==> src/hdl/drdq_pkg.sv <==
// drdq_pkg: shared types and constants for the disk request dispatch queue.
// Holds the request/result word types, op and result codes and sequencer states.
// No dependencies.
package drdq_pkg;

	localparam int QUEUE_DEPTH_DEF = 16;
	localparam int TAG_WIDTH_DEF   = 8;
	localparam int FIELD_W         = 8;

	typedef enum logic [1:0] {
		OP_SUBMIT   = 2'd0,
		OP_CANCEL   = 2'd1,
		OP_PROMOTE  = 2'd2,
		OP_COMPLETE = 2'd3
	} op_t;

	typedef enum logic [2:0] {
		KIND_ISSUE    = 3'd0,
		KIND_DONE     = 3'd1,
		KIND_OK       = 3'd2,
		KIND_BUSY     = 3'd3,
		KIND_NOTFOUND = 3'd4,
		KIND_FULL     = 3'd5,
		KIND_NOCUR    = 3'd6
	} kind_t;

	typedef enum logic [2:0] {
		ST_IDLE,
		ST_ISS_RD,
		ST_ISS,
		ST_RESP,
		ST_SRCH,
		ST_SHIFT
	} state_t;

	typedef struct packed {
		op_t                op;
		logic [FIELD_W-1:0] tag;
		logic               urgent;
		logic [FIELD_W-1:0] err_code;
	} req_t;

	typedef struct packed {
		kind_t              kind;
		logic [FIELD_W-1:0] out_tag;
		logic               io_error;
		logic [FIELD_W-1:0] out_code;
		logic               last;
	} rsp_t;

endpackage

==> src/hdl/disk_request_dispatch_queue.sv <==
// disk_request_dispatch_queue: top level, sequencer and pointer logic of the queue.
// Depends on drdq_pkg and drdq_ram (circular waiting list storage).
//
// Usage:
// Request channel (req_valid/req_ready/req) takes one word: submit, cancel,
// promote or device completion. Result channel (rsp_valid/rsp_ready/rsp) gives
// one or two words per request; the final one has last set, and an issue word,
// when there is one, comes first. The waiting list is a circular buffer in one
// RAM with a head pointer and a count; only one request is worked on at a time
// and req_ready is low until its final word is loaded into the output register.
// Submit and completion pass through ST_ISS_RD and ST_ISS first when a tag is
// issued, then ST_RESP. Cancel and promote walk the list through the single
// RAM read port, one entry per cycle: ST_SRCH finds the hit or runs past the
// last entry, ST_SHIFT closes the gap behind a hit, and ST_RESP gives the answer.
// A stalled result channel holds the output register and the sequencer waits
// on it; nothing is dropped.
// Reset empties the list, clears the in-flight slot and needs no clearing pass.
module disk_request_dispatch_queue #(
	parameter int QUEUE_DEPTH = drdq_pkg::QUEUE_DEPTH_DEF,
	parameter int TAG_WIDTH   = drdq_pkg::TAG_WIDTH_DEF
) (
	input  logic           clk,
	input  logic           arst_n,
	input  logic           req_valid,
	output logic           req_ready,
	input  drdq_pkg::req_t req,
	output logic           rsp_valid,
	input  logic           rsp_ready,
	output drdq_pkg::rsp_t rsp
);

	localparam int AW = $clog2(QUEUE_DEPTH);
	localparam int CW = $clog2(QUEUE_DEPTH + 1);
	localparam int TW = (TAG_WIDTH < drdq_pkg::FIELD_W) ? TAG_WIDTH : drdq_pkg::FIELD_W;

	drdq_pkg::state_t state_q, state_d;
	logic [AW-1:0]  head_q, head_d;
	logic [CW-1:0]  count_q, count_d;
	logic           inflt_q, inflt_d;
	logic [TW-1:0]  cur_q, cur_d;
	logic [TW-1:0]  tag_q, tag_d;
	drdq_pkg::op_t  op_q, op_d;
	logic [CW-1:0]  idx_q, idx_d;
	logic           pv_s1, pv_d;
	logic [CW-1:0]  idx_s1, idxs1_d;
	drdq_pkg::rsp_t resp_q, resp_d;
	logic           outv_q, outv_d;
	drdq_pkg::rsp_t out_q, out_d;

	logic          we, re;
	logic [AW-1:0] waddr, raddr;
	logic [TW-1:0] wdata, rdata;
	logic          out_free;
	logic [CW-1:0] idx_inc;
	logic [AW-1:0] head_dec;
	logic [TW-1:0] req_tag;

	function automatic logic [AW-1:0] ptr_add(input logic [AW-1:0] h, input logic [CW-1:0] off);
		logic [AW:0] s;
		s = {1'b0, h} + (AW+1)'(off);
		if (s >= (AW+1)'(QUEUE_DEPTH)) begin
			s = s - (AW+1)'(QUEUE_DEPTH);
		end
		return s[AW-1:0];
	endfunction

	drdq_ram #(
		.WIDTH(TW),
		.DEPTH(QUEUE_DEPTH)
	) u_ram (
		.clk    (clk),
		.wr_en  (we),
		.wr_addr(waddr),
		.wr_data(wdata),
		.rd_en  (re),
		.rd_addr(raddr),
		.rd_data(rdata)
	);

	assign req_ready = (state_q == drdq_pkg::ST_IDLE);
	assign rsp_valid = outv_q;
	assign rsp       = out_q;
	assign out_free  = !outv_q || rsp_ready;
	assign idx_inc   = idx_q + CW'(1);
	assign head_dec  = (head_q == '0) ? AW'(QUEUE_DEPTH - 1) : head_q - AW'(1);
	assign req_tag   = req.tag[TW-1:0];

	always_comb begin
		state_d = state_q;
		head_d  = head_q;
		count_d = count_q;
		inflt_d = inflt_q;
		cur_d   = cur_q;
		tag_d   = tag_q;
		op_d    = op_q;
		idx_d   = idx_q;
		pv_d    = pv_s1;
		idxs1_d = idx_s1;
		resp_d  = resp_q;
		outv_d  = outv_q && !rsp_ready;
		out_d   = out_q;
		we      = 1'b0;
		waddr   = head_q;
		wdata   = tag_q;
		re      = 1'b0;
		raddr   = head_q;

		case (state_q)
			drdq_pkg::ST_IDLE: begin
				if (req_valid) begin
					tag_d  = req_tag;
					op_d   = req.op;
					idx_d  = '0;
					pv_d   = 1'b0;
					resp_d = '{kind: drdq_pkg::KIND_OK,
						out_tag: drdq_pkg::FIELD_W'(req_tag),
						io_error: 1'b0, out_code: '0, last: 1'b1};
					state_d = drdq_pkg::ST_RESP;
					case (req.op)
						drdq_pkg::OP_SUBMIT: begin
							if (count_q == CW'(QUEUE_DEPTH)) begin
								resp_d.kind = drdq_pkg::KIND_FULL;
							end else begin
								we    = 1'b1;
								wdata = req_tag;
								if (req.urgent) begin
									waddr  = head_dec;
									head_d = head_dec;
								end else begin
									waddr = ptr_add(head_q, count_q);
								end
								count_d = count_q + CW'(1);
								if (!inflt_q) begin
									state_d = drdq_pkg::ST_ISS_RD;
								end
							end
						end
						drdq_pkg::OP_CANCEL, drdq_pkg::OP_PROMOTE: begin
							if (inflt_q && cur_q == req_tag) begin
								resp_d.kind = drdq_pkg::KIND_BUSY;
							end else begin
								state_d = drdq_pkg::ST_SRCH;
							end
						end
						default: begin
							if (!inflt_q) begin
								resp_d.kind    = drdq_pkg::KIND_NOCUR;
								resp_d.out_tag = '0;
							end else begin
								inflt_d         = 1'b0;
								resp_d.kind     = drdq_pkg::KIND_DONE;
								resp_d.out_tag  = drdq_pkg::FIELD_W'(cur_q);
								resp_d.io_error = |req.err_code;
								resp_d.out_code = req.err_code;
								if (count_q != '0) begin
									state_d = drdq_pkg::ST_ISS_RD;
								end
							end
						end
					endcase
				end
			end
			drdq_pkg::ST_ISS_RD: begin
				re      = 1'b1;
				raddr   = head_q;
				state_d = drdq_pkg::ST_ISS;
			end
			drdq_pkg::ST_ISS: begin
				if (out_free) begin
					outv_d  = 1'b1;
					out_d   = '{kind: drdq_pkg::KIND_ISSUE,
						out_tag: drdq_pkg::FIELD_W'(rdata),
						io_error: 1'b0, out_code: '0, last: 1'b0};
					cur_d   = rdata;
					inflt_d = 1'b1;
					head_d  = ptr_add(head_q, CW'(1));
					count_d = count_q - CW'(1);
					state_d = drdq_pkg::ST_RESP;
				end
			end
			drdq_pkg::ST_RESP: begin
				if (out_free) begin
					outv_d  = 1'b1;
					out_d   = resp_q;
					state_d = drdq_pkg::ST_IDLE;
				end
			end
			drdq_pkg::ST_SRCH: begin
				if (pv_s1 && rdata == tag_q) begin
					idx_d   = idx_s1;
					pv_d    = 1'b0;
					state_d = drdq_pkg::ST_SHIFT;
				end else if (!pv_s1 && idx_q >= count_q) begin
					resp_d.kind = drdq_pkg::KIND_NOTFOUND;
					state_d     = drdq_pkg::ST_RESP;
				end else begin
					pv_d    = idx_q < count_q;
					idxs1_d = idx_q;
					if (idx_q < count_q) begin
						re    = 1'b1;
						raddr = ptr_add(head_q, idx_q);
						idx_d = idx_inc;
					end
				end
			end
			drdq_pkg::ST_SHIFT: begin
				// close the gap: entry i+1 moves to i
				if (pv_s1) begin
					we    = 1'b1;
					waddr = ptr_add(head_q, idx_s1);
					wdata = rdata;
				end
				if (!pv_s1 && idx_inc >= count_q) begin
					state_d = drdq_pkg::ST_RESP;
					if (op_q == drdq_pkg::OP_PROMOTE) begin
						we     = 1'b1;
						waddr  = head_dec;
						wdata  = tag_q;
						head_d = head_dec;
					end else begin
						count_d = count_q - CW'(1);
					end
				end else begin
					pv_d    = idx_inc < count_q;
					idxs1_d = idx_q;
					if (idx_inc < count_q) begin
						re    = 1'b1;
						raddr = ptr_add(head_q, idx_inc);
						idx_d = idx_inc;
					end
				end
			end
			default: begin
				state_d = drdq_pkg::ST_IDLE;
			end
		endcase
	end

	always_ff @(posedge clk or negedge arst_n) begin
		if (!arst_n) begin
			state_q <= drdq_pkg::ST_IDLE;
			head_q  <= '0;
			count_q <= '0;
			inflt_q <= 1'b0;
			cur_q   <= '0;
			pv_s1   <= 1'b0;
			outv_q  <= 1'b0;
		end else begin
			state_q <= state_d;
			head_q  <= head_d;
			count_q <= count_d;
			inflt_q <= inflt_d;
			cur_q   <= cur_d;
			pv_s1   <= pv_d;
			outv_q  <= outv_d;
		end
	end

	always_ff @(posedge clk) begin
		tag_q  <= tag_d;
		op_q   <= op_d;
		idx_q  <= idx_d;
		idx_s1 <= idxs1_d;
		resp_q <= resp_d;
		out_q  <= out_d;
	end

	a_count_range: assert property (@(posedge clk) disable iff (!arst_n)
		count_q <= CW'(QUEUE_DEPTH))
		else $error("waiting count above depth");

	a_accept_leaves_idle: assert property (@(posedge clk) disable iff (!arst_n)
		(req_valid && req_ready) |=> (state_q != drdq_pkg::ST_IDLE))
		else $error("request accepted but sequencer stayed idle");

	a_issue_sets_flight: assert property (@(posedge clk) disable iff (!arst_n)
		(state_q == drdq_pkg::ST_ISS && out_free) |=> inflt_q)
		else $error("issue word without in-flight slot");

	a_issue_not_last: assert property (@(posedge clk) disable iff (!arst_n)
		(outv_q && out_q.kind == drdq_pkg::KIND_ISSUE) |-> !out_q.last)
		else $error("issue word marked last");

	a_search_keeps_count: assert property (@(posedge clk) disable iff (!arst_n)
		(state_q == drdq_pkg::ST_SRCH) |=> $stable(count_q))
		else $error("count changed during search");

endmodule

==> src/hdl/drdq_ram.sv <==
// drdq_ram: generic single-write, single-read RAM with registered read data.
// Depends on drdq_pkg for default sizes.
module drdq_ram #(
	parameter int WIDTH = drdq_pkg::TAG_WIDTH_DEF,
	parameter int DEPTH = drdq_pkg::QUEUE_DEPTH_DEF,
	localparam int AW   = $clog2(DEPTH)
) (
	input  logic             clk,
	input  logic             wr_en,
	input  logic [AW-1:0]    wr_addr,
	input  logic [WIDTH-1:0] wr_data,
	input  logic             rd_en,
	input  logic [AW-1:0]    rd_addr,
	output logic [WIDTH-1:0] rd_data
);

	logic [WIDTH-1:0] mem [DEPTH];

	always_ff @(posedge clk) begin
		if (wr_en) begin
			mem[wr_addr] <= wr_data;
		end
		if (rd_en) begin
			rd_data <= mem[rd_addr];
		end
	end

endmodule

==> config.mk <==
export PLATFORM = sky130hd
export DESIGN_NAME = disk_request_dispatch_queue
export DESIGN_NICKNAME = d
export VERILOG_FILES = /design/src/hdl/drdq_pkg.sv /design/src/hdl/disk_request_dispatch_queue.sv /design/src/hdl/drdq_ram.sv
export SDC_FILE = /design/constraint.sdc
export NUM_CORES = 1
export LEC_CHECK = 0
export BUFFER_PORTS_ARGS = -buffer_cell sky130_fd_sc_hd__buf_2
export CAP_MARGIN = 10
export CORE_UTILIZATION = 35
export DETAILED_ROUTE_END_ITERATION = 10
export SETUP_SLACK_MARGIN = 0.05
export SLEW_MARGIN = 20
export SYNTH_ARGS = -nofsm -noshare
export SYNTH_HDL_FRONTEND = slang
export SYNTH_SLANG_ARGS = --single-unit
export TNS_END_PERCENT = 100
==> constraint.sdc <==
create_clock -name clk -period 9.8 [get_ports clk]
set_input_delay 1.47 -clock clk [delete_from_list [all_inputs] [get_ports clk]]
set_output_delay 1.47 -clock clk [all_outputs]
set_load 0.05 [all_outputs]
* Yosys cells after proc, flatten, opt, wreduce, memory -nomap -nowiden
Memories as Yosys holds them, arrays and structs flattened. A register that Yosys moved wholly into a read port is not among the register bits.
Index checks and enable logic that the tools add are counted.
** Cells by class
- Add/subtract/negate cells :: 14
- Order comparisons :: 9
- Equal/unequal tests :: 29
- Bitwise gates (word level) :: 1
- Reduce and logical (&&, ||, !) cells :: 35
- Multiplexer cells :: 105
** Operators with widths (number)
- 2-to-1 mux 4 bit :: 25
- 2-to-1 mux 5 bit :: 15
- 2-to-1 mux 21 bit :: 3
- 2-to-1 mux 8 bit :: 6
- one-hot mux 21 bit (2 select lines) :: 1
- 2-to-1 mux 3 bit :: 10
- one-hot mux 5 bit (3 select lines) :: 2
- != test 2 bit, second input constant :: 13
- >= comparator 5 bit, second input constant :: 5
- subtractor 4 x 1 -> 4 bit, second input constant :: 6
- 2-to-1 mux 1 bit :: 23
- adder 4 x 5 -> 5 bit :: 4
- one-hot mux 3 bit (2 select lines) :: 3
- one-hot mux 3 bit (6 select lines) :: 1
- 2-to-1 mux 17 bit :: 1
- == test 8 bit :: 2
- one-hot mux 4 bit (2 select lines) :: 2
- one-hot mux 8 bit (2 select lines) :: 1
- AND reduction 4 bit :: 4
- one-hot mux 4 bit (3 select lines) :: 1
- 2-to-1 mux 11 bit :: 1
- adder 5 x 1 -> 5 bit, second input constant :: 2
- >= comparator 5 bit :: 2
- < comparator 5 bit :: 2
- 35 further kinds :: 58
** Storage, ports and cells
- Input bits :: 23
- Output and inout port bits :: 23
- Word-level logic and storage cells :: 214
- Memories kept :: 1
- RAM bits :: 128
- Flip-flop bits (word level) :: 84
** Memories
- u_ram.mem :: depth 16, bits a word 8, rd ports 1, clocked after Yosys merged registers in 1, wr ports 1, RTL line drdq_ram.sv:17 : logic [WIDTH-1:0] mem [DEPTH];

* Depth between registers and ports, before layout
Gate-level depths: netlist of run 1.
- Depth in word-level cells :: 8
- Depth in mapped cells :: 16
- Depth with buffers taken out :: 13

* Hierarchy
Synthesis of run 1 repeated with hierarchy kept, for this count alone.
** Unflattened totals
- Cell total of the unflattened synthesis :: 701
- Area total of the unflattened synthesis :: 10369.9 um^2
** Modules (own cells, without submodules)
- drdq_ram :: area an instance 5227.5 um^2, instances 1, sequential area each 4083.9 um^2, cells each 229
- disk_request_dispatch_queue :: area an instance 5142.4 um^2, instances 1, sequential area each 2407.3 um^2, cells each 472

* Least setup slack after synthesis of run 1
No wires, ideal clock.
- Path type :: input port to flip-flop
- From :: input req_valid
- To :: memory u_ram.mem[2][0] (netlist bit) (enable)
- Buffers on the path :: 2
- Arrival :: 3.851 ns
- Data required time :: 9.430 ns
- Setup slack :: 5.579 ns
- Library setup time :: 0.370 ns
- Cell stages on the path :: 7
- Path through :: clkbuf_1 -> and2_1 -> and2_1 -> clkbuf_1 -> a221oi_1 -> or2_1 -> nor2_1
** On the way
- Word-level cells in the longest chain between the ends :: 4
- Elaborated cells on any way between the ends :: 6
- Classes of those cells :: 6 x mux
** RTL lines
- from (decl) :: RTL line disk_request_dispatch_queue.sv:24 : input logic req_valid,
- 2-to-1 mux 1 bit :: RTL line disk_request_dispatch_queue.sv:110 : if (req_valid) begin
- one-hot mux 1 bit (2 select lines) :: RTL line disk_request_dispatch_queue.sv:108 : case (state_q)
- 2-to-1 mux 1 bit :: RTL line drdq_ram.sv:20 : if (wr_en) begin
- 2-to-1 mux 1 bit (implied by the code) :: RTL line drdq_ram.sv:21 : mem[wr_addr] <= wr_data;
- to (decl) :: RTL line drdq_ram.sv:17
Several ways; a longest one is shown, not always the timed one.

* Worst setup path after layout of run 1
- From :: register idx_q[1]
- To :: register u_ram.rd_data[2] (read register of u_ram.mem), data pin
** On the way
- Word-level cells in the longest chain between the ends :: 7
- Elaborated cells on any way between the ends :: 27
- Classes of those cells :: 5 x add/sub; 6 x order compare; 14 x mux; 2 x reduce/logical
** RTL lines
- from (decl) :: RTL line disk_request_dispatch_queue.sv:43 : logic [CW-1:0] idx_q, idx_d;
- from (signal assigned) :: RTL line disk_request_dispatch_queue.sv:262 : idx_q <= idx_d;
- adder 5 x 1 -> 5 bit or adder 4 x 5 -> 5 bit (tied branches) :: RTL line disk_request_dispatch_queue.sv:84, disk_request_dispatch_queue.sv:60
- adder 4 x 5 -> 5 bit, or another cell as far along :: RTL line disk_request_dispatch_queue.sv:60 : s = {1'b0, h} + (AW+1)'(off);
- subtractor 4 x 1 -> 4 bit, or another cell as far along :: RTL line disk_request_dispatch_queue.sv:62 : s = s - (AW+1)'(QUEUE_DEPTH);
- 2-to-1 mux 4 bit (on tied branches) :: RTL line disk_request_dispatch_queue.sv:61, disk_request_dispatch_queue.sv:199
- 2-to-1 mux 4 bit (on tied branches) :: RTL line disk_request_dispatch_queue.sv:226, disk_request_dispatch_queue.sv:193
- 2-to-1 mux 4 bit (on tied branches) :: RTL line disk_request_dispatch_queue.sv:213, disk_request_dispatch_queue.sv:189
- one-hot mux 4 bit (2 select lines) :: RTL line disk_request_dispatch_queue.sv:108
- to (decl) :: RTL line drdq_ram.sv:14 : output logic [WIDTH-1:0] rd_data
Several ways; a longest one is shown, not always the timed one.
A chain may end at the register's enable or synchronous reset.

==> results of run 1 <==
==> placed cells by master (no fill, tap or decap), drive strengths merged, types with 4 or more instances in the layout <==
cell type  synthesis  layout
o21a               4       4
a22o               8       8
inv               25      26
edfxtp           197     197
a221oi            10      10
or2                4       4
nor4               5       5
clkinv             1      12
o221ai             4       4
nor2b              4       4
and3               7       7
nand4              4       4
a21o              10      10
fa                 5       5
a22oi             14      14
and2              27      27
a32oi             10      10
mux2i             25      25
mux2              17      17
nand3             23      23
a211oi             7       7
clkbuf            24      24
xor2               5       5
dfrtp             23      23
ha                33      33
or3                4       4
xnor2             30      30
buf               16      52
o22ai              4       4
a21oi             57      57
o21ai             26      26
nor3               8       8
nor2              45      45
nand2b            12      12
a311o              8       8
nand2            121     121
==> area by class of cell <==
| type | instances | area (um^2) | area share |
|---|---|---|---|
| Tap cell | 390 | 488 | 0.0409 |
| Clock buffer | 24 | 579 | 0.0485 |
| Timing Repair Buffer | 52 | 278 | 0.0233 |
| Inverter | 26 | 97.6 | 0.00817 |
| Clock inverter | 18 | 178 | 0.0149 |
| Sequential cell | 220 | 6490 | 0.544 |
| Multi-Input combinational cell | 570 | 3830 | 0.321 |
==> power groups by stage <==
| stage | clock (mW) | combinational, mW | sequential (mW) |
|---|---|---|---|
| after global placement | 0 | 2.02 | 1.44 |
| after floorplan | 0 | 1.48 | 1.52 |
| after CTS | 0.887 | 2.05 | 1.43 |
| after detailed placement | 0 | 2.04 | 1.45 |
| final | 0.870 | 2.05 | 1.43 |
| after global routing | 0.921 | 2.26 | 1.45 |
==> path summary, 6_finish.rpt <==
check	start	end	slack, ns	cells past startpoint
max	idx_q[1]	u_ram.rd_data[2]	5.37	14
min	resp_q[8]	rsp[8]	0.52	1
max reg2reg	idx_q[1]	u_ram.rd_data[2]	5.37	14
min reg2reg	resp_q[8]	rsp[8]	0.52	1
max in group asynchronous	arst_n	head_q[0]	8.44	1
min in group asynchronous	arst_n	count_q[0]	0.95	1
==> through the flow <==
stage | instance area, um^2 | hold slack (ns) | setup WS [ns] | util | instances
after floorplan | 10600 | 0.477 | 5.58 | - | 856
final | 11900 | 0.516 | 5.37 | 0.402 | 1300
after detailed placement | 11200 | 0.503 | 4.87 | 0.376 | 1258
after global routing | 11900 | 0.533 | 5.03 | 0.402 | 1300
after CTS | 11900 | 0.517 | 5.37 | 0.401 | 1300
after global placement | 11200 | 0.503 | 5.02 | 0.376 | 1258
==> sequential cells by signal (all words and copies together), names as in the netlist, 2 cells and up <==
name           cells
idx_s1             5
count_q            5
idx_q              5
u_ram.rd_data      8
state_q            3
op_q               2
u_ram.mem        128
resp_q            20
rsp               21
tag_q              8
head_q             4
cur_q              8
==> synthesized netlist by cell type (12+ instances only) <==
cell	count	area, um^2
a21oi_1	53	265
mux2i_1	25	250
nor2_1	45	169
dfrtp_1	23	576
nand2b_1	12	75.1
inv_1	23	86.3
and2_1	27	169
nand2_1	121	454
a22oi_1	14	105
edfxtp_1	197	5920
ha_1	33	413
o21ai_0	24	120
mux2_2	17	191
clkbuf_1	24	90.1
nand3_1	23	115
xnor2_1	30	263
==> worst max-delay path: cells and delay by family (launching register included) <==
kind	cells	cell delay, ns
compound gates	7	1.59
xor+xnor	1	0.17
fa+ha+maj	2	0.58
buf+inv	1	0.64
flops	1	0.50
mux	1	0.32
simple gates	2	0.28
==> routing by layer <==
| metal | vias to the layer above | track usage |
|---|---|---|
| li1 | 3274 | - |
| met1 | 3387 | 0.219 |
| met2 | 180 | 0.263 |
| met3 | 36 | 0.0187 |
| met4 | 0 | 0.0507 |
| met5 | - | 0 |
==> cells by family (layout without fill, tap and decap cells) <==
group           after synthesis  count (layout)
buf+inv                      66             120
fa+ha+maj                    38              38
compound gates              184             184
xor+xnor                     35              35
flops                       220             220
mux                          42              42
simple gates                271             271
==> results.md, run 1 <==
* Drt first pass iters at 4
* PD cells at roughly 360 mW/mm^2
* Syn. warnings at 0
* DRT iter0 DRCs at about 580
* I/O Pins at 46
* Startpoint Class: flop
* Max Clk Rate at 226 MHz
* M1 wire length at around 11000 um
* Vias in the first global route at between 6000 and 7000
* Die extent in x at ~180 um
* Pwr Total at roughly 4.3 mW
* Core Footprint at just under 0.03 mm^2
* Max Cap Viol at 0
* Worst-skew pair later-pin latency at 0.52 ns
* CTS tree: done
* Slew Viols, Final at 0
* Data arrival, critical path at between 4 and 5 ns
* # setup viols final at 0
* Chip height at around 180 um
* Sw Ratio at 0.423
* Yosys cell types at 63
* TritonCTS Sinks at 220
* Crit path capture type: flop
* Largest family of logic cells by synthesized area: compound AO/OA/AOI/OAI gates
* Max Used Layer: met4
* Gpl congestion at 0.830
* Congestion Overflow GR at 0
* Sequential share of power at 0.328
* #FFs+latches synth at 220
* Hpwl dp at between 15000 and 20000 um
* Layout Skew at 0.0181 ns
* Tightest Pin Transition at just under 1 ns
* Slowest cell on crit path: buf_4
* Global Route Usage Sum at 0.160
* WL final at between 20000 and 25000 um
* Synth-to-layout area growth at 12.5%
* Initial antenna violation count at 0
* Biggest cell delay along the critical path at 0.64 ns
* Clk pwr share at 0.200
* Gate power share at 0.471
* Number of synthesized flops with an enable pin at ~200
* Multiplexer share of the synthesized area at 0.0416
* Worst-path clk slew at about 0.060 ns
* Syn avg cell area at approximately 12 um^2
* Routed via count at approximately 6900
* Filler Cell Count at 2773
* Vias per cell at approximately 5.3
* Die area at 0.0310 mm^2
* Rel. slew slack at 0.350
* CTS Hold Bufs at 0
* Most Frequent Cell on Critical Path: ha_1
* Hold WC Path Type: reg2reg
* Root Driver: clkbuf_16
* Fin crit share at 0.452
* Ys async rst share at 0.105
* Final net count at 954
* DRT antenna net count at 0
* Worst-case vdd ir drop at around 0.33 mV
* PostCTS Resize Cnt at 0
* Post-Synth XOR/XNOR Area at 0.0289
* Crit path kind: reg2reg
* Power Internal at 2.50 mW
* Wire length on met3 at approximately 1200 um
* H-tree depth at 1
* # DRC at 0
* First-pass GRT wire length at between 30000 and 40000 um
* Max Buffers Root-to-Sink at 3
* Register area share after synthesis at 0.611
* Met2 WL at between 10000 and 15000 um
* Final min period at approximately 4.4 ns
* Post-Route Setup TNS at 0 ns
* Compound-Gate Fraction of Synth Area at 0.120
* Net Switching at 1.84 mW
* WL per Instance at approximately 19 um
* Final Hold Fails at 0
* Synth Area in Simple Gates at 0.120
* Cells after Synth at approximately 860
* Post-Syn Nets at 917
* Post-CTS setup buffer count at 0
* Max FO, Critical Path at 64
* Pin count of the biggest net entering global routing at 65
* Layout cell share with drive strength beyond 1 at 0.132
* Port-buffer cells at 45
* Leak at roughly 4.3 nW
* Critical-path cell list: ha_1 > nand3_1 > xnor2_1 > ha_1 > nand4_1 > o221ai_2 > o21bai_1 > a32oi_1 > o311ai_4 > buf_4 > mux2i_1 > a22oi_1 > a22o_1 > a311o_1
* Synth Cell Area at between 0.01 and 0.015 mm^2
* Synth Area in Adders at 0.0483
* Initial Util at 0.357
* Rows at 63
* Outcome: finished clean
* Number of CTS-inserted buffers at 23
* Ant diodes at 0
* CP required at 10.04 ns
* RSZ-0062 raised after global routing: false
* Post-synth top flop: edfxtp_1
No activity file was read; power rests on OpenSTA's default activity.
==> run 2, diff against run 1 <==
--- a/config.mk
+++ b/config.mk
@@ -5,6 +5,7 @@
 export SDC_FILE = /design/constraint.sdc
 export NUM_CORES = 1
 export LEC_CHECK = 0
+export ABC_AREA = 1
 export BUFFER_PORTS_ARGS = -buffer_cell sky130_fd_sc_hd__buf_2
 export CAP_MARGIN = 10
 export CORE_UTILIZATION = 35
==> constraint.sdc (replaced) <==
create_clock -name clk -period 4.62 [get_ports clk]
set_input_delay 0.693 -clock clk [delete_from_list [all_inputs] [get_ports clk]]
set_output_delay 0.693 -clock clk [all_outputs]
set_load 0.05 [all_outputs]
==> results.md, run 2 <==
* Max FFs per register at roughly 130
* Vias per cell at 4.96
* Initial antenna violation count at 0
* CP required at 4.77 ns
* Commonest cells after routing, fill and taps aside: nand2_1 (207), edfxtp_1 (197), inv_1 (189)
* Synth-to-layout area growth at 13.6%
* Final Cell Area at 0.0130 mm^2
* Max FO, Critical Path at 8
* PostCTS Resize Cnt at 0
* TritonCTS Sinks at 220
* Area occupied by multi-input gates at around 0.0040 mm^2
* Worst setup margin at a little under 0.6 ns
* Crit path capture type: flop
* Ant diodes at 0
* Outcome: finished clean
* Max Buffers Root-to-Sink at 3
* Routed via count at 8348
* Worst-skew pair later-pin latency at about 0.53 ns
* Tightest Pin Transition at 1.01 ns
* Register area share after synthesis at 0.566
* Root Driver: clkbuf_16
* Worst-path clk slew at about 0.060 ns
* Congestion Overflow GR at 0
* Worst-case vdd ir drop at 0.310 mV
* Post-synth top flop: edfxtp_1
* CTS Hold Bufs at 0
* First-pass GRT wire length at approximately 45000 um
* Filler Cell Count at between 3000 and 4000
* H-tree depth at 1
* Post-Syn Nets at ~1200
* Reg with most FFs: u_ram.mem
* DRT antenna net count at 0
* Dominant cells by area after synthesis: edfxtp_1 (52%), nand3_1 (7.6%), nand2_1 (6.8%), inv_1 (6.2%), dfrtp_1 (5.0%)
* #FFs+latches synth at between 200 and 250
* # DRC at 0
* R2r setup slk at 0.58 ns
* Gpl congestion at about 0.9
* WL final at 28000 um
* Leading area contributor after synthesis: edfxtp_1
* Global Route Usage Sum at 0.172
* Die area at 0.0335 mm^2
* Worst Reg2Reg Path Length in Cells at 17
* Syn. warnings at 0
* Final min period at a little over 4 ns
* Leak at between 5 and 6 nW
* Port-buffer cells at 45
* # setup viols final at 0
* Rows at between 60 and 70
* Most common cell in the netlist: nand2_1
* PD cells at slightly below 800 mW/mm^2
* Hold WC Path Type: in2async
* DRT iter0 DRCs at between 700 and 800
* Ys async rst share at 0.105
* Syn avg cell area at ~9.7 um^2
* Most common cell after layout, fill and taps aside: nand2_1
* Initial Util at 0.360
* Rel. slew slack at 0.322
* Top post-synthesis cells by count: nand2_1 (208), edfxtp_1 (197), inv_1 (189)
* Vias in the first global route at between 8000 and 9000
* I/O Pins at between 40 and 50
* Synth Cell Area at around 0.011 mm^2
* Cells after Synth at ~1200
* Final Hold Fails at 0
* Dpl cell area at between 0.01 and 0.015 mm^2
* Yosys top cell area share at 0.516
* RSZ-0062 raised after global routing: false
* Yosys cell types at between 50 and 60
* Reg-to-Reg Start: idx_q[0]
* Chip height at between 150 and 200 um
* Core Footprint at 0.0319 mm^2
* Crit path kind: reg2reg
* Dpl ws at roughly 0.62 ns
* Layout Skew at approximately 0.016 ns
* Post-CTS setup buffer count at 0
* Number of synthesized flops with an enable pin at around 200
* CTS tree: done
* FF/Latch Area at about 0.0065 mm^2
* Hpwl dp at approximately 19000 um
* Max Cap Viol at 0
* RR Endpoint: u_ram.mem[2][1]
* Data arrival, critical path at between 4 and 5 ns
* Post-Route Setup TNS at 0 ns
* Fin crit share at 0.874
* Crit path from: idx_q[0]
* Max Clk Rate at 248 MHz
* Layout cell share with drive strength beyond 1 at 0.114
* Startpoint Class: flop
* Number of CTS-inserted buffers at 24
* Pin count of the biggest net entering global routing at 65
* Drt first pass iters at 5
* Slew Viols, Final at 0
* Final net count at 1292
* Die extent in x at 183 um
* WL per Instance at 16.6 um
-- run 2: cell types whose count changed after synthesis, moves of 13 or more --
| cell | previous run | this run |
|---|---|---|
| o21ai_0 | 24 | 57 |
| nand2_1 | 121 | 208 |
| a21oi_1 | 53 | 30 |
| mux2i_1 | 25 | 1 |
| nand3b_1 | 0 | 32 |
| mux2_2 | 17 | 0 |
| xnor2_1 | 30 | 7 |
| inv_1 | 23 | 189 |
| nor2_1 | 45 | 78 |
| a22oi_1 | 14 | 1 |
| nand3_1 | 23 | 173 |
| and2_1 | 27 | 0 |
-- run 2: power breakdown --
part           internal [mW]  total (mW)  switching [mW]
registers               2.86        3.17           0.306
logic                   1.40        4.75            3.35
clock network           1.30        2.09           0.783
-- run 2: critical path, cell delays in order, from the launching register on --
cell,delay [ns]
edfxtp_1,0.49
ha_1,0.27
nand3_1,0.10
xor2_1,0.18
inv_1,0.06
ha_1,0.28
nand2_1,0.07
nor3_1,0.22
nor2_2,0.10
nand2_1,0.14
nand3_1,0.20
inv_1,0.15
nand2_1,0.06
nand3_1,0.07
o21ai_0,0.08
a21oi_1,0.27
nand2_1,0.29
nor2_1,0.64
-- run 2: per-stage QoR --
step | util | std cells | hold WS, ns | total power, mW
2_1_floorplan | - | 1183 | 0.397 | 6.57
3_3_place_gp | 0.381 | 1640 | 0.470 | 7.88
3_5_place_dp | 0.381 | 1640 | 0.476 | 7.94
4_1_cts | 0.408 | 1684 | 0.204 | 10.1
5_1_grt | 0.408 | 1684 | 0.213 | 10.7
6_report | 0.408 | 1684 | 0.183 | 10.0
-- run 2: area by class of cell --
class                           instances  share of cell area
Inverter                              204              0.0595
Clock buffer                           33              0.0518
Timing Repair Buffer                   62              0.0281
Clock inverter                         11              0.0152
Tap cell                              435              0.0418
Sequential cell                       220               0.499
Multi-Input combinational cell        719               0.305
-- run 2: per-layer routing --
layer  up-vias  track usage  part of all wire
met4         0       0.0517             0.022
met2       257        0.282              0.47
met1      3960        0.232              0.44
met5         -            0                 0
li1       4084            -                 -
met3        47       0.0304             0.067
-- run 2: how the worst max path moves through the flow --
stage	end	slack, ns
3_3_place_gp	u_ram.mem[6][2]	0.78
6_report	u_ram.mem[2][1]	0.58
2_1_floorplan	u_ram.mem[11][0]	0.97
5_1_grt	u_ram.mem[2][0]	0.23
3_5_place_dp	u_ram.mem[6][7]	0.62
4_1_cts	u_ram.mem[6][7]	0.58
-- run 2: logic make-up after synthesis --
logic type / Yosys count / share of synthesized area
XOR/XNOR: 23 / 0.0182
adder cells (fa/ha/maj): 38 / 0.0448
flip-flops: 220 / 0.566
multiplexers: 1 / 0.000873
buffers and inverters: 244 / 0.0880
AND/OR/NAND/NOR: 524 / 0.212
AO/OA/AOI/OAI: 133 / 0.0700
==> run 3, diff against run 2 <==
--- a/config.mk
+++ b/config.mk
@@ -8,8 +8,11 @@
 export ABC_AREA = 1
 export BUFFER_PORTS_ARGS = -buffer_cell sky130_fd_sc_hd__buf_2
 export CAP_MARGIN = 10
+export CELL_PAD_IN_SITES_DETAIL_PLACEMENT = 1
+export CELL_PAD_IN_SITES_GLOBAL_PLACEMENT = 1
 export CORE_UTILIZATION = 35
 export DETAILED_ROUTE_END_ITERATION = 10
+export PLACE_DENSITY_LB_ADDON = 0.1
 export SETUP_SLACK_MARGIN = 0.05
 export SLEW_MARGIN = 20
 export SYNTH_ARGS = -nofsm -noshare
==> constraint.sdc (replaced) <==
create_clock -name clk -period 5.1 [get_ports clk]
set_input_delay 0.765 -clock clk [delete_from_list [all_inputs] [get_ports clk]]
set_output_delay 0.765 -clock clk [all_outputs]
set_load 0.05 [all_outputs]
==> results.md, run 3 (same netlist as run 2, synthesis figures left out) <==
* Outcome: finished clean
* RSZ-0062 raised after global routing: false
* Chip height at 183 um
* RR Endpoint: u_ram.mem[10][6]
* Worst Reg2Reg Path Length in Cells at 17
* Worst-path clk slew at about 0.070 ns
* Pin count of the biggest net entering global routing at 65
* Reg with most FFs: u_ram.mem
* Final net count at ~1300
* Final min period at between 4 and 5 ns
* Sw Ratio at 0.462
* Power Internal at roughly 4.9 mW
* Fin crit share at 0.821
* # setup viols final at 0
* DRT antenna net count at 0
* CTS Hold Bufs at 0
* Core Footprint at between 0.03 and 0.04 mm^2
* Clk pwr share at 0.203
* Initial Util at 0.360
* Number of CTS-inserted buffers at 26
* Final Hold Fails at 0
* Drt first pass iters at 4
* Slew Viols, Final at 0
* Vias per cell at between 4 and 5
* Commonest cells after routing, fill and taps aside: nand2_1 (207), edfxtp_1 (197), inv_1 (189)
* Ant diodes at 0
* Hold WC Path Type: in2async
* CTS tree: done
* WL per Instance at ~20 um
* Synth-to-layout area growth at 13.2%
* TritonCTS Sinks at between 200 and 250
* Worst-skew pair later-pin latency at about 0.54 ns
* PostCTS Resize Cnt at 0
* Gpl congestion at 0.799
* Post-Route Setup TNS at 0 ns
* Worst-case vdd ir drop at 0.272 mV
* Root Driver: clkbuf_16
* Port-buffer cells at 45
* Post-CTS setup buffer count at 0
* Tightest Pin Transition at roughly 0.91 ns
* First-pass GRT wire length at roughly 50000 um
* Startpoint Class: flop
* Initial antenna violation count at 1
* Global Route Usage Sum at 0.202
* Layout Skew at about 0.014 ns
* Die area at approximately 0.033 mm^2
* I/O Pins at 46
* Max FFs per register at roughly 130
* H-tree depth at 1
* Hpwl dp at 22800 um
* Die extent in x at ~180 um
* Layout cell share with drive strength beyond 1 at 0.114
* Rows at 65
* Worst setup margin at about 0.91 ns
* Max Buffers Root-to-Sink at 3
* CP required at around 5.3 ns
* Sequential share of power at 0.313
* Max Cap Viol at 0
* DRT iter0 DRCs at between 500 and 600
* Leak at about 5.5 nW
* Dpl ws at 0.878 ns
* Net Switching at 4.23 mW
* Congestion Overflow GR at 0
* PD cells at slightly above 700 mW/mm^2
* Most common cell after layout, fill and taps aside: nand2_1
* Pwr Total at a little over 9 mW
* WL final at approximately 33000 um
* Rel. slew slack at 0.387
* Vias in the first global route at between 8000 and 9000
* Data arrival, critical path at about 4.4 ns
* Gate power share at 0.484
* Routed via count at roughly 8400
* Max FO, Critical Path at 8
* Crit path kind: reg2reg
* Max Clk Rate at about 240 MHz
* Reg-to-Reg Start: idx_q[0]
* # DRC at 0
* R2r setup slk at just over 0.9 ns
* Crit path capture type: flop
run 3: layout make-up:
cell class              instances  area, um^2
multi-input cells             719        3980
repair buffers                 62         353
clock buffers                  28         658
flip-flops and latches        220        6490
inverters                     204         774
fillers                      3660       18900
well taps                     435         544
clock inverters                17         175
run 3: routing by layer:
metal	GRT usage	vias up	share of wire
met5	0	-	0
met4	0.0383	0	0.015
met3	0.0250	35	0.032
met2	0.341	118	0.48
met1	0.278	4183	0.48
li1	-	4084	-
run 3: power by group through the flow:
| stage | clock network [mW] | registers [mW] | logic (mW) |
|---|---|---|---|
| 2_1_floorplan | 0 | 3.07 | 2.88 |
| 3_3_place_gp | 0 | 2.90 | 4.42 |
| 3_5_place_dp | 0 | 2.91 | 4.47 |
| 4_1_cts | 1.90 | 2.88 | 4.49 |
| 5_1_grt | 1.96 | 2.91 | 4.94 |
| 6_report | 1.86 | 2.87 | 4.43 |
run 3: worst max path at each step:
stage	startpoint	to	slack (ns)	cells past startpoint
floorplan	state_q[0]	u_ram.mem[11][0]	1.45	11
global route	idx_q[0]	u_ram.mem[4][5]	0.49	17
finish	idx_q[0]	u_ram.mem[10][6]	0.91	17
global placement	idx_q[0]	u_ram.mem[2][2]	1.04	17
CTS	idx_q[0]	u_ram.mem[14][0]	0.85	17
detailed placement	idx_q[0]	u_ram.mem[14][0]	0.88	17
run 3: through the flow:
| stage | util | cells | area (um^2) | hold WS, ns |
|---|---|---|---|---|
| floorplan | - | 1183 | 11500 | 0.453 |
| global placement | 0.381 | 1640 | 12100 | 0.473 |
| detailed placement | 0.381 | 1640 | 12100 | 0.477 |
| CTS | 0.407 | 1685 | 13000 | 0.231 |
| global route | 0.407 | 1685 | 13000 | 0.248 |
| finish | 0.407 | 1685 | 13000 | 0.229 |
run 3: worst max-delay path, cell delays in order, from the launching register on:
cell      delay [ns]
edfxtp_1        0.50
ha_1            0.28
nand3_1         0.10
xor2_1          0.20
inv_1           0.06
ha_1            0.29
nand2_1         0.08
nor3_1          0.25
nor2_2          0.11
nand2_1         0.16
nand3_1         0.24
inv_1           0.16
nand2_1         0.06
nand3_1         0.07
o21ai_0         0.08
a21oi_1         0.26
nand2_1         0.20
nor2_1          0.71
